### src/rtl/fst_pkg.sv
// ----------------------------------------------------------------------------
// fst_pkg
// shared types and constants of the flow statistics table
// ----------------------------------------------------------------------------
package fst_pkg;

	localparam int TABLE_ENTRIES = 1024;
	localparam int SLOTS = 2 * TABLE_ENTRIES;
	localparam int IDX_W = $clog2(SLOTS);
	localparam int POS_W = $clog2(TABLE_ENTRIES + 1);

	localparam logic [15:0] ETYPE_IPV4 = 16'h0800;
	localparam logic [15:0] ETYPE_IPV6 = 16'h86DD;
	localparam logic [15:0] ETH_HDR_BYTES = 16'd14;
	localparam logic [15:0] IPV4_MIN_BYTES = 16'd34;
	localparam logic [15:0] IPV6_MIN_BYTES = 16'd54;

	typedef enum logic [1:0] {
		STATUS_SKIP = 2'd0,
		STATUS_HIT = 2'd1,
		STATUS_NEW = 2'd2,
		STATUS_FULL = 2'd3
	} status_t;

	typedef struct packed {
		logic [15:0] iface;
		logic [63:0] key_hi;
		logic [63:0] key_lo;
		logic is_ipv6;
		logic [63:0] src_hi;
		logic [63:0] src_lo;
		logic [63:0] dst_hi;
		logic [63:0] dst_lo;
		logic [63:0] pkts;
		logic [63:0] bytes;
	} entry_t;

	typedef struct packed {
		logic load;
		logic rd;
		logic step;
		logic wr_hit;
		logic wr_new;
		logic emit;
		status_t code;
	} cmd_t;

	typedef struct packed {
		logic skip;
		logic at_end;
		logic full;
		logic match;
		logic out_free;
	} stat_t;

endpackage

### src/rtl/fst_ctrl.sv
// ----------------------------------------------------------------------------
// fst_ctrl
// sequencer: classify, scan the filled part of the table, update or insert
// ----------------------------------------------------------------------------
module fst_ctrl (
	input logic clk,
	input logic arst_n,
	input logic in_valid,
	output logic in_stall,
	input fst_pkg::stat_t st,
	output fst_pkg::cmd_t cmd
);
	import fst_pkg::*;

	typedef enum logic [2:0] {
		S_IDLE = 3'b001,
		S_LOOK = 3'b010,
		S_CMP = 3'b100
	} state_t;

	state_t state_q, state_d;

	always_ff @(posedge clk or negedge arst_n) begin
		if (!arst_n) state_q <= S_IDLE;
		else state_q <= state_d;
	end

	assign in_stall = (state_q != S_IDLE);

	always_comb begin
		state_d = state_q;
		cmd = '0;
		cmd.code = STATUS_SKIP;
		case (state_q)
			S_IDLE: begin
				if (in_valid) begin
					cmd.load = 1'b1;
					state_d = S_LOOK;
				end
			end
			S_LOOK: begin
				if (st.skip || st.at_end) begin
					if (st.out_free) begin
						cmd.emit = 1'b1;
						if (st.skip) cmd.code = STATUS_SKIP;
						else if (st.full) cmd.code = STATUS_FULL;
						else begin
							cmd.code = STATUS_NEW;
							cmd.wr_new = 1'b1;
						end
						state_d = S_IDLE;
					end
				end else begin
					cmd.rd = 1'b1;
					state_d = S_CMP;
				end
			end
			S_CMP: begin
				if (st.match) begin
					if (st.out_free) begin
						cmd.emit = 1'b1;
						cmd.wr_hit = 1'b1;
						cmd.code = STATUS_HIT;
						state_d = S_IDLE;
					end
				end else begin
					cmd.step = 1'b1;
					state_d = S_LOOK;
				end
			end
			default: state_d = S_IDLE;
		endcase
	end
endmodule

### config.mk
export PLATFORM = sky130hd
export DESIGN_NAME = fst_ctrl
export DESIGN_NICKNAME = d
export VERILOG_FILES = /design/src/rtl/fst_pkg.sv /design/src/rtl/fst_ctrl.sv
export SDC_FILE = /design/constraint.sdc
export NUM_CORES = 1
export LEC_CHECK = 0
export ABC_AREA = 1
export BUFFER_PORTS_ARGS = -buffer_cell sky130_fd_sc_hd__buf_4
export CAP_MARGIN = 20
export CORE_AREA = 2 2 39 41
export DETAILED_ROUTE_END_ITERATION = 16
export DIE_AREA = 0 0 41 43
export PLACE_DENSITY = 0.54
export SLEW_MARGIN = 20
export SYNTH_ARGS = -nofsm -noshare
export SYNTH_HDL_FRONTEND = slang
export SYNTH_SLANG_ARGS = --single-unit
### constraint.sdc
create_clock -name clk -period 2.5 [get_ports clk]
set_input_delay 0.5 -clock clk [delete_from_list [all_inputs] [get_ports clk]]
set_output_delay 0.5 -clock clk [all_outputs]
set_load 0.1 [all_outputs]
==> results of run 1 <==
-- per-layer routing --
layer	vias to the layer above	GRT usage (%)	part of all wire, %
li1	170	-	-
met1	145	13.96	45
met2	5	11.88	51
met3	0	0	3.6
met4	0	8.000	0
met5	-	0	0
-- per-stage QoR --
step	hold slack, ns	util [%]	TNS (ns)	total power [W]	instance area [µm²]
4_1_cts	0.03732	31.74	0	0.0004942	439.2
3_5_place_dp	0.2895	29.84	0	0.0004040	412.9
2_1_floorplan	0.2044	-	-0.000006439	0.0003391	272.8
5_1_grt	0.03888	31.74	0	0.0005179	439.2
6_report	0.04693	31.74	0	0.0004861	439.2
3_3_place_gp	0.2899	29.84	0	0.0004017	412.9
-- cells in the mapped netlist --
| cell | count |
|---|---|
| nor2_2 | 3 |
| nand2_2 | 1 |
| nand4_1 | 2 |
| dfrtp_1 | 2 |
| dfstp_2 | 1 |
| nand3_1 | 5 |
| o22ai_1 | 2 |
| nand2_1 | 7 |
| inv_2 | 1 |
| o21ai_2 | 1 |
| nand3b_2 | 1 |
| inv_1 | 10 |
| nor2_1 | 6 |
-- final cells by class --
cell class	instances	area, µm²	share of cell area, %
clock buffers	4	26.28	5.983
flip-flops and latches	3	76.32	17.38
multi-input cells	28	155.1	35.33
repair buffers	16	120.1	27.35
well taps	16	20.02	4.558
inverters	11	41.29	9.402
-- placed cells by master, fill, tap and decap left out --
cell / count
nand3b_2: 1
o22ai_1: 1
nand3_1: 5
o22ai_2: 1
clkbuf_1: 1
o21ai_2: 1
nand4_1: 2
nor2_1: 4
nand2_2: 1
inv_1: 10
clkbuf_4: 3
nand2_1: 7
buf_4: 16
dfrtp_1: 2
dfstp_2: 1
nor2_2: 5
inv_2: 1
-- kinds of logic (layout without fill, tap and decap cells) --
| logic type | after synthesis | in the layout | synth area share [%] |
|---|---|---|---|
| DFF | 3 | 3 | 29.19 |
| AOI/OAI and AO/OA | 3 | 3 | 8.134 |
| and+or+nand+nor | 25 | 25 | 46.89 |
| buffers and inverters | 11 | 31 | 15.79 |
-- power by group --
| group | internal, W | switching (W) | total, W | leakage, nW |
|---|---|---|---|---|
| Combinational | 0.0000732 | 0.000231 | 0.000304 | 0.201 |
| Sequential | 0.0000708 | 0.0000264 | 0.0000972 | 0.0368 |
| Clock | 0.0000598 | 0.0000249 | 0.0000847 | 0.0150 |
| Total | 0.000204 | 0.000282 | 0.000486 | 0.252 |
-- worst paths after layout --
check	cells after the start	to	from	slack, ns
max in group asynchronous	1	state_q[0]$_DFFE_PN1P_	arst_n	2.27
setup reg to reg	5	state_q[0]$_DFFE_PN1P_	state_q[0]$_DFFE_PN1P_	1.42
min in group clk	2	state_q[2]$_DFFE_PN0P_	st[0]	0.50
hold reg to reg	3	state_q[1]$_DFFE_PN0P_	state_q[0]$_DFFE_PN1P_	0.60
setup / recovery	6	cmd[2]	state_q[1]$_DFFE_PN0P_	0.47
hold / removal	1	state_q[2]$_DFFE_PN0P_	arst_n	0.05
==> results.md, run 1 <==
- Status: completed
- Row count: 14
- Port Buf Inserts: 16
- Critical Path Fanout Max: 5
- Vias/cell: 4.103
- Ys Warns: 0
- Worst-Margin Slew: 0.2801 ns
- MaxCap Viol Count: 0
- DR vias: 320
- # IOs: 17
- GR Util All Layers: 9.366%
- VDD IR max: 0.4393 mV
- Distinct cells, synth: 13
- RePlAce Congestion: 0.7299
- Post-route minimum period: 2.026 ns
- Worst-path clk slew: 0.04 ns
- Worst Setup Start Kind: flop
- Dpl ws: 0.6724 ns
- Synth Cell Area: 261.5 µm²
- Max-Slew Margin vs Limit: 81.48%
- Clk root buf: clkbuf_4
- Die H: 43 µm
- Yosys reg bits: 3
- Die X: 41 µm
- First-pass GRT wire length: 1131 µm
- Non-filler instance count after layout: 78
- Max FFs per register: 3
- CTS tree: yes
- Initial DRC Count: 4
- Largest regs: state_q: 3 flops
- Die Area: 0.001763 mm²
- Wire per inst: 8.821 µm
- Slew Limit Fails: 0
- Core area: 0.001384 mm²
- PnR worst setup slack: 0.4738 ns
- Placed Instances: 74
- Syn avg cell area: 6.226 µm²
- Largest net degree at the start of global routing: 6
- Final worst path period share: 81.05%
- Vias in the first global route: 288
- Post-synthesis instance total: 42
- Antenna violations before repair: 0
- F_max: 0.4935 GHz
- Drt total wl: 688 µm
- Post-Syn Nets: 50
- Hold Path Class: in2async
- DRC: 0
- CTS Sinks: 3
- Yosys top cell area share: 19.14%
- Dpl hpwl: 562.1 µm
- Worst clock skew: 0.001858 ns
- Clock H-tree levels: 1
- Worst-Skew Late Latency: 0.23 ns
- Initial core utilization: 18.90%
- Resized cells post-CTS: 0
- Post-CTS setup buffer count: 0
- Layout overhead on the synthesized area: 67.94%
- Dominant cell type by area after synthesis: dfrtp_1
- Gr ovfl total: 0
- Critical path arrival: 1.53 ns
- Setup Crit Path Kind: reg2out
- Pleak: 0.2525 nW
- Crit end category: output port
- CTS buffer count: 3
- Final Hold Viols: 0
- Clk buf depth: 2
- DRT Pass-1 Iters: 3
- Top reg by flops: state_q
- CTS Hold Buffers Added: 0
- Slowest stage delay, CP: 0.43 ns
- Sequential area share after synthesis: 29.19%
- Critical path, cell by cell: nor2_2, nand3_1, o21ai_2, nand2_1, inv_1, buf_4
- Ant. Diodes: 0
- CP max-delay cell: dfrtp_1
- Power per Cell Area: 1107 mW/mm²
- Cell family with most CP delay: flip-flops
- Routed Antenna Nets: 0
- WP data required: 2.00 ns
- Layout Nets: 71
- FILL cells: 156
- Finish-stage setup viols: 0
- Unrepaired setup endpoints after global routing: false
- Top cells by area in the synthesized netlist: dfrtp_1 19%, inv_1 14%, dfstp_2 10%, nand2_1 10%, nand3_1 9.6%
- Worst Path Buf+Inv: 2
- Share of cells above drive strength 1: 48.39%
Power figures use the tool's default switching activity.
==> run 2, diff against run 1 <==
--- a/config.mk
+++ b/config.mk
@@ -11,7 +11,7 @@
 export CORE_AREA = 2 2 39 41
 export DETAILED_ROUTE_END_ITERATION = 16
 export DIE_AREA = 0 0 41 43
-export PLACE_DENSITY = 0.54
+export PLACE_DENSITY = 0.56
 export SLEW_MARGIN = 20
 export SYNTH_ARGS = -nofsm -noshare
 export SYNTH_HDL_FRONTEND = slang
==> constraint.sdc (replaced) <==
create_clock -name clk -period 1.7 [get_ports clk]
set_input_delay 0.34 -clock clk [delete_from_list [all_inputs] [get_ports clk]]
set_output_delay 0.34 -clock clk [all_outputs]
set_load 0.1 [all_outputs]
==> results.md, run 2 (synthesis gave the netlist of run 1 again) <==
- Critical path arrival: 1.41 ns (was 1.53 ns)
- Post-route minimum period: 1.746 ns
- Pleak: 0.3136 nW (was 0.2525 nW)
- Clk root buf: clkbuf_4 (unchanged)
- Share of cells above drive strength 1: 63.89% (was 48.39%)
- Clock H-tree levels: 1 (unchanged)
- Crit end category: output port (unchanged)
- Wire per inst: 10.17 µm (was 8.821 µm)
- CTS Sinks: 3 (unchanged)
- Drt total wl: 895 µm (was 688 µm)
- PnR worst setup slack: -0.04647 ns (was 0.4738 ns)
- CTS buffer count: 3 (unchanged)
- Worst clock skew: 0.003451 ns (was 0.001858 ns)
- Critical Path Fanout Max: 4 (was 5)
- Row count: 14 (unchanged)
- Most common cell after layout, fill and taps aside: buf_4 (unchanged)
- Vias in the first global route: 373 (was 288)
- Worst-Margin Slew: 0.2776 ns (was 0.2801 ns)
- Routed Antenna Nets: 0 (unchanged)
- Final worst path period share: 102.7%
- First-pass GRT wire length: 1359 µm (was 1131 µm)
- Port Buf Inserts: 16 (unchanged)
- GR Util All Layers: 11.78% (was 9.366%)
- Total power: 0.0008947 W (was 0.0004861 W)
- CTS tree: yes (unchanged)
- Slew Limit Fails: 0 (unchanged)
- Largest net degree at the start of global routing: 6 (unchanged)
- DR vias: 380 (was 320)
- Status: complete, but fails checks (was completed)
- # IOs: 17 (unchanged)
- Failing checks: negative setup slack
- Die H: 43 µm (unchanged)
- Worst-Skew Late Latency: 0.24 ns (was 0.23 ns)
- WP data required: 1.36 ns (was 2.00 ns)
- Max FFs per register: 3 (unchanged)
- Layout Nets: 81 (was 71)
- Worst Setup Start Kind: flop (unchanged)
- Max-Slew Margin vs Limit: 81.65% (was 81.48%)
- Commonest non-fill, non-tap cells in the layout: 18 x buf_4, 7 x inv_1, 6 x nand2_1, 6 x buf_12 (was 16 x buf_4, 10 x inv_1, 7 x nand2_1)
- F_max: 0.5726 GHz
- DRC: 0 (unchanged)
- Dpl hpwl: 542.1 µm (was 562.1 µm)
- Power per Cell Area: 1383 mW/mm² (was 1107 mW/mm²)
- Worst-path clk slew: 0.04 ns (about the same)
- Worst hold slack: 0.3301 ns (was 0.04693 ns)
- Die X: 41 µm (unchanged)
- Clk buf depth: 2 (unchanged)
- Setup Crit Path Kind: reg2out (unchanged)
- Final Hold Viols: 0 (unchanged)
- VDD IR max: 0.6570 mV (was 0.4393 mV)
- RePlAce Congestion: 0.7459 (was 0.7299)
- Die Area: 0.001763 mm² (unchanged)
- Antenna violations before repair: 0 (unchanged)
- Largest regs: state_q: 3 flops (unchanged)
- Finish-stage setup viols: 2 (was 0)
- DRT Pass-1 Iters: 4 (was 3)
- Vias/cell: 4.318 (was 4.103)
- Ant. Diodes: 0 (unchanged)
- Top reg by flops: state_q (unchanged)
- Initial DRC Count: 7 (was 4)
- MaxCap Viol Count: 0 (unchanged)
- Initial core utilization: 18.90% (unchanged)
- Final design utilization: 46.75% (was 31.74%)
- Core area: 0.001384 mm² (unchanged)
- Hold Path Class: in2reg (was in2async)
- Unrepaired setup endpoints after global routing: true (was false)
- Layout overhead on the synthesized area: 147.4% (was 67.94%)
- Gr ovfl total: 0 (unchanged)
run 2: changes by cell type in the layout (fill, tap and decap cells not counted), sizes merged:
cell and change:
inv -1, dlygate4sd3 +1, buf +9, clkinvlp +1
run 2: final timing paths:
| path | startpoint | endpoint | slack [ns] | cells past startpoint |
|---|---|---|---|---|
| min reg2reg | state_q[2]$_DFFE_PN0P_ | state_q[0]$_DFFE_PN1P_ | 0.69 | 4 |
| max | state_q[0]$_DFFE_PN1P_ | cmd[2] | -0.05 | 5 |
| min | st[0] | state_q[2]$_DFFE_PN0P_ | 0.33 | 2 |
| max in group asynchronous | arst_n | state_q[0]$_DFFE_PN1P_ | 1.08 | 2 |
| min in group asynchronous | arst_n | state_q[2]$_DFFE_PN0P_ | 0.44 | 2 |
| max reg2reg | state_q[0]$_DFFE_PN1P_ | state_q[0]$_DFFE_PN1P_ | 0.55 | 6 |
run 2: layout make-up:
| cell class | count | area, µm² |
|---|---|---|
| fillers | 141 | 737.0 |
| repair buffers | 26 | 276.5 |
| inverters | 11 | 45.04 |
| flip-flops and latches | 3 | 77.57 |
| clock buffers | 4 | 26.28 |
| well taps | 16 | 20.02 |
| multi-input cells | 28 | 201.4 |
run 2: power by group:
part / internal [W] / switching (W)
Combinational: 0.000222 / 0.000398
Clock: 0.0000883 / 0.0000428
Sequential: 0.000107 / 0.0000373
Total: 0.000417 / 0.000478
run 2: metal layers:
metal / up-vias / wire [µm] / part of all wire, % / GRT usage (%)
met4: 0 / 47 / 5.3 / 14.67
met3: 4 / 32 / 3.6 / 2.094
met5: - / 0 / 0 / 0
li1: 191 / - / - / -
met2: 11 / 499 / 56 / 15.63
met1: 174 / 315 / 35 / 13.31
run 2: what timing repair did:
item / in CTS / in global routing
hold endpoints to repair: 2 / 0
gates resized for setup: 18 / 9
pin swaps: 4 / 3
hold buffers: 1 / 0
setup buffers: 5 / 2
gates cloned: 0 / 0
setup endpoints to repair: 6 / 8
run 2: through the flow:
stage | worst slack, ns | instance area (µm²) | TNS (ns) | instances
3_5_place_dp | 0.05086 | 449.2 | 0 | 76
6_report | -0.04647 | 646.9 | -0.04847 | 88
4_1_cts | -0.05804 | 591.8 | -0.1139 | 86
5_1_grt | -0.1036 | 646.9 | -0.3273 | 88
3_3_place_gp | 0.05300 | 449.2 | 0 | 76
2_1_floorplan | -0.2000 | 294.0 | -0.7231 | 42
run 2: critical path: stages (launching register included):
cell	delay, ns
dfstp_2	0.58
nand3b_4	0.17
o21ai_2	0.06
nand2_2	0.09
clkinvlp_4	0.10
buf_12	0.17
==> run 3, diff against run 2 <==
--- a/config.mk
+++ b/config.mk
@@ -8,10 +8,12 @@
 export ABC_AREA = 1
 export BUFFER_PORTS_ARGS = -buffer_cell sky130_fd_sc_hd__buf_4
 export CAP_MARGIN = 20
+export CELL_PAD_IN_SITES_DETAIL_PLACEMENT = 1
+export CELL_PAD_IN_SITES_GLOBAL_PLACEMENT = 1
 export CORE_AREA = 2 2 39 41
 export DETAILED_ROUTE_END_ITERATION = 16
 export DIE_AREA = 0 0 41 43
-export PLACE_DENSITY = 0.56
+export PLACE_DENSITY = 0.75
 export SLEW_MARGIN = 20
 export SYNTH_ARGS = -nofsm -noshare
 export SYNTH_HDL_FRONTEND = slang
==> results.md, run 3 (synthesis gave the netlist of run 1 again) <==
- FILL cells: 170 (was 141)
- Port Buf Inserts: 16 (unchanged)
- Routed Antenna Nets: 0 (unchanged)
- # IOs: 17 (unchanged)
- Worst-Skew Late Latency: 0.24 ns (about the same)
- Vias in the first global route: 406 (was 373)
- GR Util All Layers: 15.51% (was 11.78%)
- Antenna violations before repair: 0 (unchanged)
- WP data required: 1.36 ns (about the same)
- Worst Setup Start Kind: flop (unchanged)
- Status: complete, but fails checks (unchanged)
- Critical Path Fanout Max: 4 (unchanged)
- CP Launch Point: state_q[0]$_DFFE_PN1P_ (unchanged)
- CTS Sinks: 3 (unchanged)
- Setup Crit Path Kind: reg2out (unchanged)
- CTS tree: yes (unchanged)
- PnR worst setup slack: -0.05708 ns (was -0.04647 ns)
- Worst-path clk slew: 0.04 ns (about the same)
- Top reg by flops: state_q (unchanged)
- Sequential cell area: 77.57 µm² (unchanged)
- Pleak: 0.3234 nW (was 0.3136 nW)
- Worst-Margin Slew: 0.2749 ns (was 0.2776 ns)
- Core area: 0.001384 mm² (unchanged)
- VDD IR max: 0.5748 mV (was 0.6570 mV)
- MaxCap Viol Count: 0 (unchanged)
- Finish-stage setup viols: 4 (was 2)
- DRC: 0 (unchanged)
- Clk buf depth: 2 (unchanged)
- Critical path arrival: 1.42 ns (was 1.41 ns)
- Power per Cell Area: 1431 mW/mm² (was 1383 mW/mm²)
- Row count: 14 (unchanged)
- Critical Path Sink: cmd[2] (unchanged)
- CTS buffer count: 3 (unchanged)
- R2r endpoint: state_q[0]$_DFFE_PN1P_ (unchanged)
- Unrepaired setup endpoints after global routing: true (unchanged)
- Placed Instances: 76 (unchanged)
- R2r startpoint: state_q[1]$_DFFE_PN0P_ (was state_q[0]$_DFFE_PN1P_)
- Post-route minimum period: 1.757 ns (was 1.746 ns)
- Most common cell after layout, fill and taps aside: buf_4 (unchanged)
- Worst Reg-to-Reg Cells: 7 (was 6)
- Clock H-tree levels: 1 (unchanged)
- First-pass GRT wire length: 1697 µm (was 1359 µm)
- DRT Pass-1 Iters: 4 (unchanged)
- Area occupied by multi-input gates: 216.5 µm² (was 201.4 µm²)
- Dpl ws: 0.04005 ns (was 0.05086 ns)
- Final worst path period share: 103.4% (was 102.7%)
- Commonest non-fill, non-tap cells in the layout: 17 x buf_4, 8 x inv_1, 6 x nor2_4, 6 x buf_12, 5 x nand2_1 (was 18 x buf_4, 7 x inv_1, 6 x nand2_1, 6 x buf_12)
- Die H: 43 µm (unchanged)
- Layout overhead on the synthesized area: 158.9% (was 147.4%)
- Die Area: 0.001763 mm² (unchanged)
- Max FFs per register: 3 (unchanged)
- Initial core utilization: 18.90% (unchanged)
- Worst clock skew: 0.002469 ns (was 0.003451 ns)
- Clk root buf: clkbuf_4 (unchanged)
- Crit end category: output port (unchanged)
- Largest net degree at the start of global routing: 6 (unchanged)
- Non-filler instance count after layout: 89 (was 88)
- Failing checks: negative setup slack (unchanged)
- Final Hold Viols: 0 (unchanged)
- DR vias: 405 (was 380)
- Drt total wl: 1207 µm (was 895 µm)
- Vias/cell: 4.551 (was 4.318)
- Largest regs: state_q: 3 flops (unchanged)
- Share of cells above drive strength 1: 65.75% (was 63.89%)
- Gr ovfl total: 0 (unchanged)
- Die X: 41 µm (unchanged)
- Wire per inst: 13.56 µm (was 10.17 µm)
- F_max: 0.5691 GHz (was 0.5726 GHz)
- RePlAce Congestion: 0.7183 (was 0.7459)
- Ant. Diodes: 0 (unchanged)
- R2R Setup Slk: 0.41 ns (was 0.55 ns)
- Hold path startpoint: st[0] (unchanged)
- Dpl hpwl: 706 µm (was 542.1 µm)
- Layout Nets: 82 (was 81)
- Slew Limit Fails: 0 (unchanged)
- Initial DRC Count: 4 (was 7)
- Hold Path Class: in2reg (unchanged)
- Max-Slew Margin vs Limit: 81.61% (was 81.65%)
run 3: worst max-delay path, cell delays in order (launching register included):
cell        delay, ns
dfstp_2          0.57
nand3b_4         0.17
o21ai_2          0.07
nand2_2          0.09
clkinvlp_4       0.10
buf_12           0.17
run 3: final cells by class:
cell class                 count  area share [%]
timing repair buffer          27           43.07
multi-input combinational     28           31.98
sequential                     3           11.46
inverter                      11           6.654
clock buffer                   4           3.882
tap                           16           2.957
run 3: metrics by stage:
stage	util [%]	TNS, ns	instance area [µm²]	hold slack (ns)	power, W
3_3_place_gp	32.46	0	449.2	0.1286	0.0006301
2_1_floorplan	-	-0.7231	294.0	0.04441	0.0005134
3_5_place_dp	32.46	0	449.2	0.1296	0.0006381
4_1_cts	45.75	-0.1272	633.1	0.3351	0.0009010
6_report	48.92	-0.1210	676.9	0.3412	0.0009683
5_1_grt	48.92	-0.4649	676.9	0.3461	0.001023
run 3: worst min-delay path by stage:
stage / to / slack [ns] / depth (start not counted)
after floorplan: state_q[1]$_DFFE_PN0P_ / 0.04 / 0
final: state_q[2]$_DFFE_PN0P_ / 0.34 / 2
after global placement: state_q[2]$_DFFE_PN0P_ / 0.13 / 1
after global routing: state_q[2]$_DFFE_PN0P_ / 0.35 / 2
after detailed placement: state_q[2]$_DFFE_PN0P_ / 0.13 / 1
after CTS: state_q[2]$_DFFE_PN0P_ / 0.34 / 2
run 3: power breakdown:
part / switching [W] / leakage [nW] / internal [W]
registers: 0.0000434 / 0.0356 / 0.000107
clock network: 0.0000423 / 0.0150 / 0.0000883
logic: 0.000436 / 0.273 / 0.000252
run 3: repair_timing:
item / in CTS / in global routing
setup buffers: 6 / 2
cloned: 0 / 0
setup endpoints to repair: 6 / 8
hold buffers: 1 / 0
resized for setup: 25 / 7
hold endpoints to repair: 2 / 0
pin swaps: 5 / 5
run 3: metal layers:
metal,global-route usage [%],routed length (µm)
met4,10.00,52
met2,29.38,744
met1,12.66,387
met3,3.141,23
met5,0,0
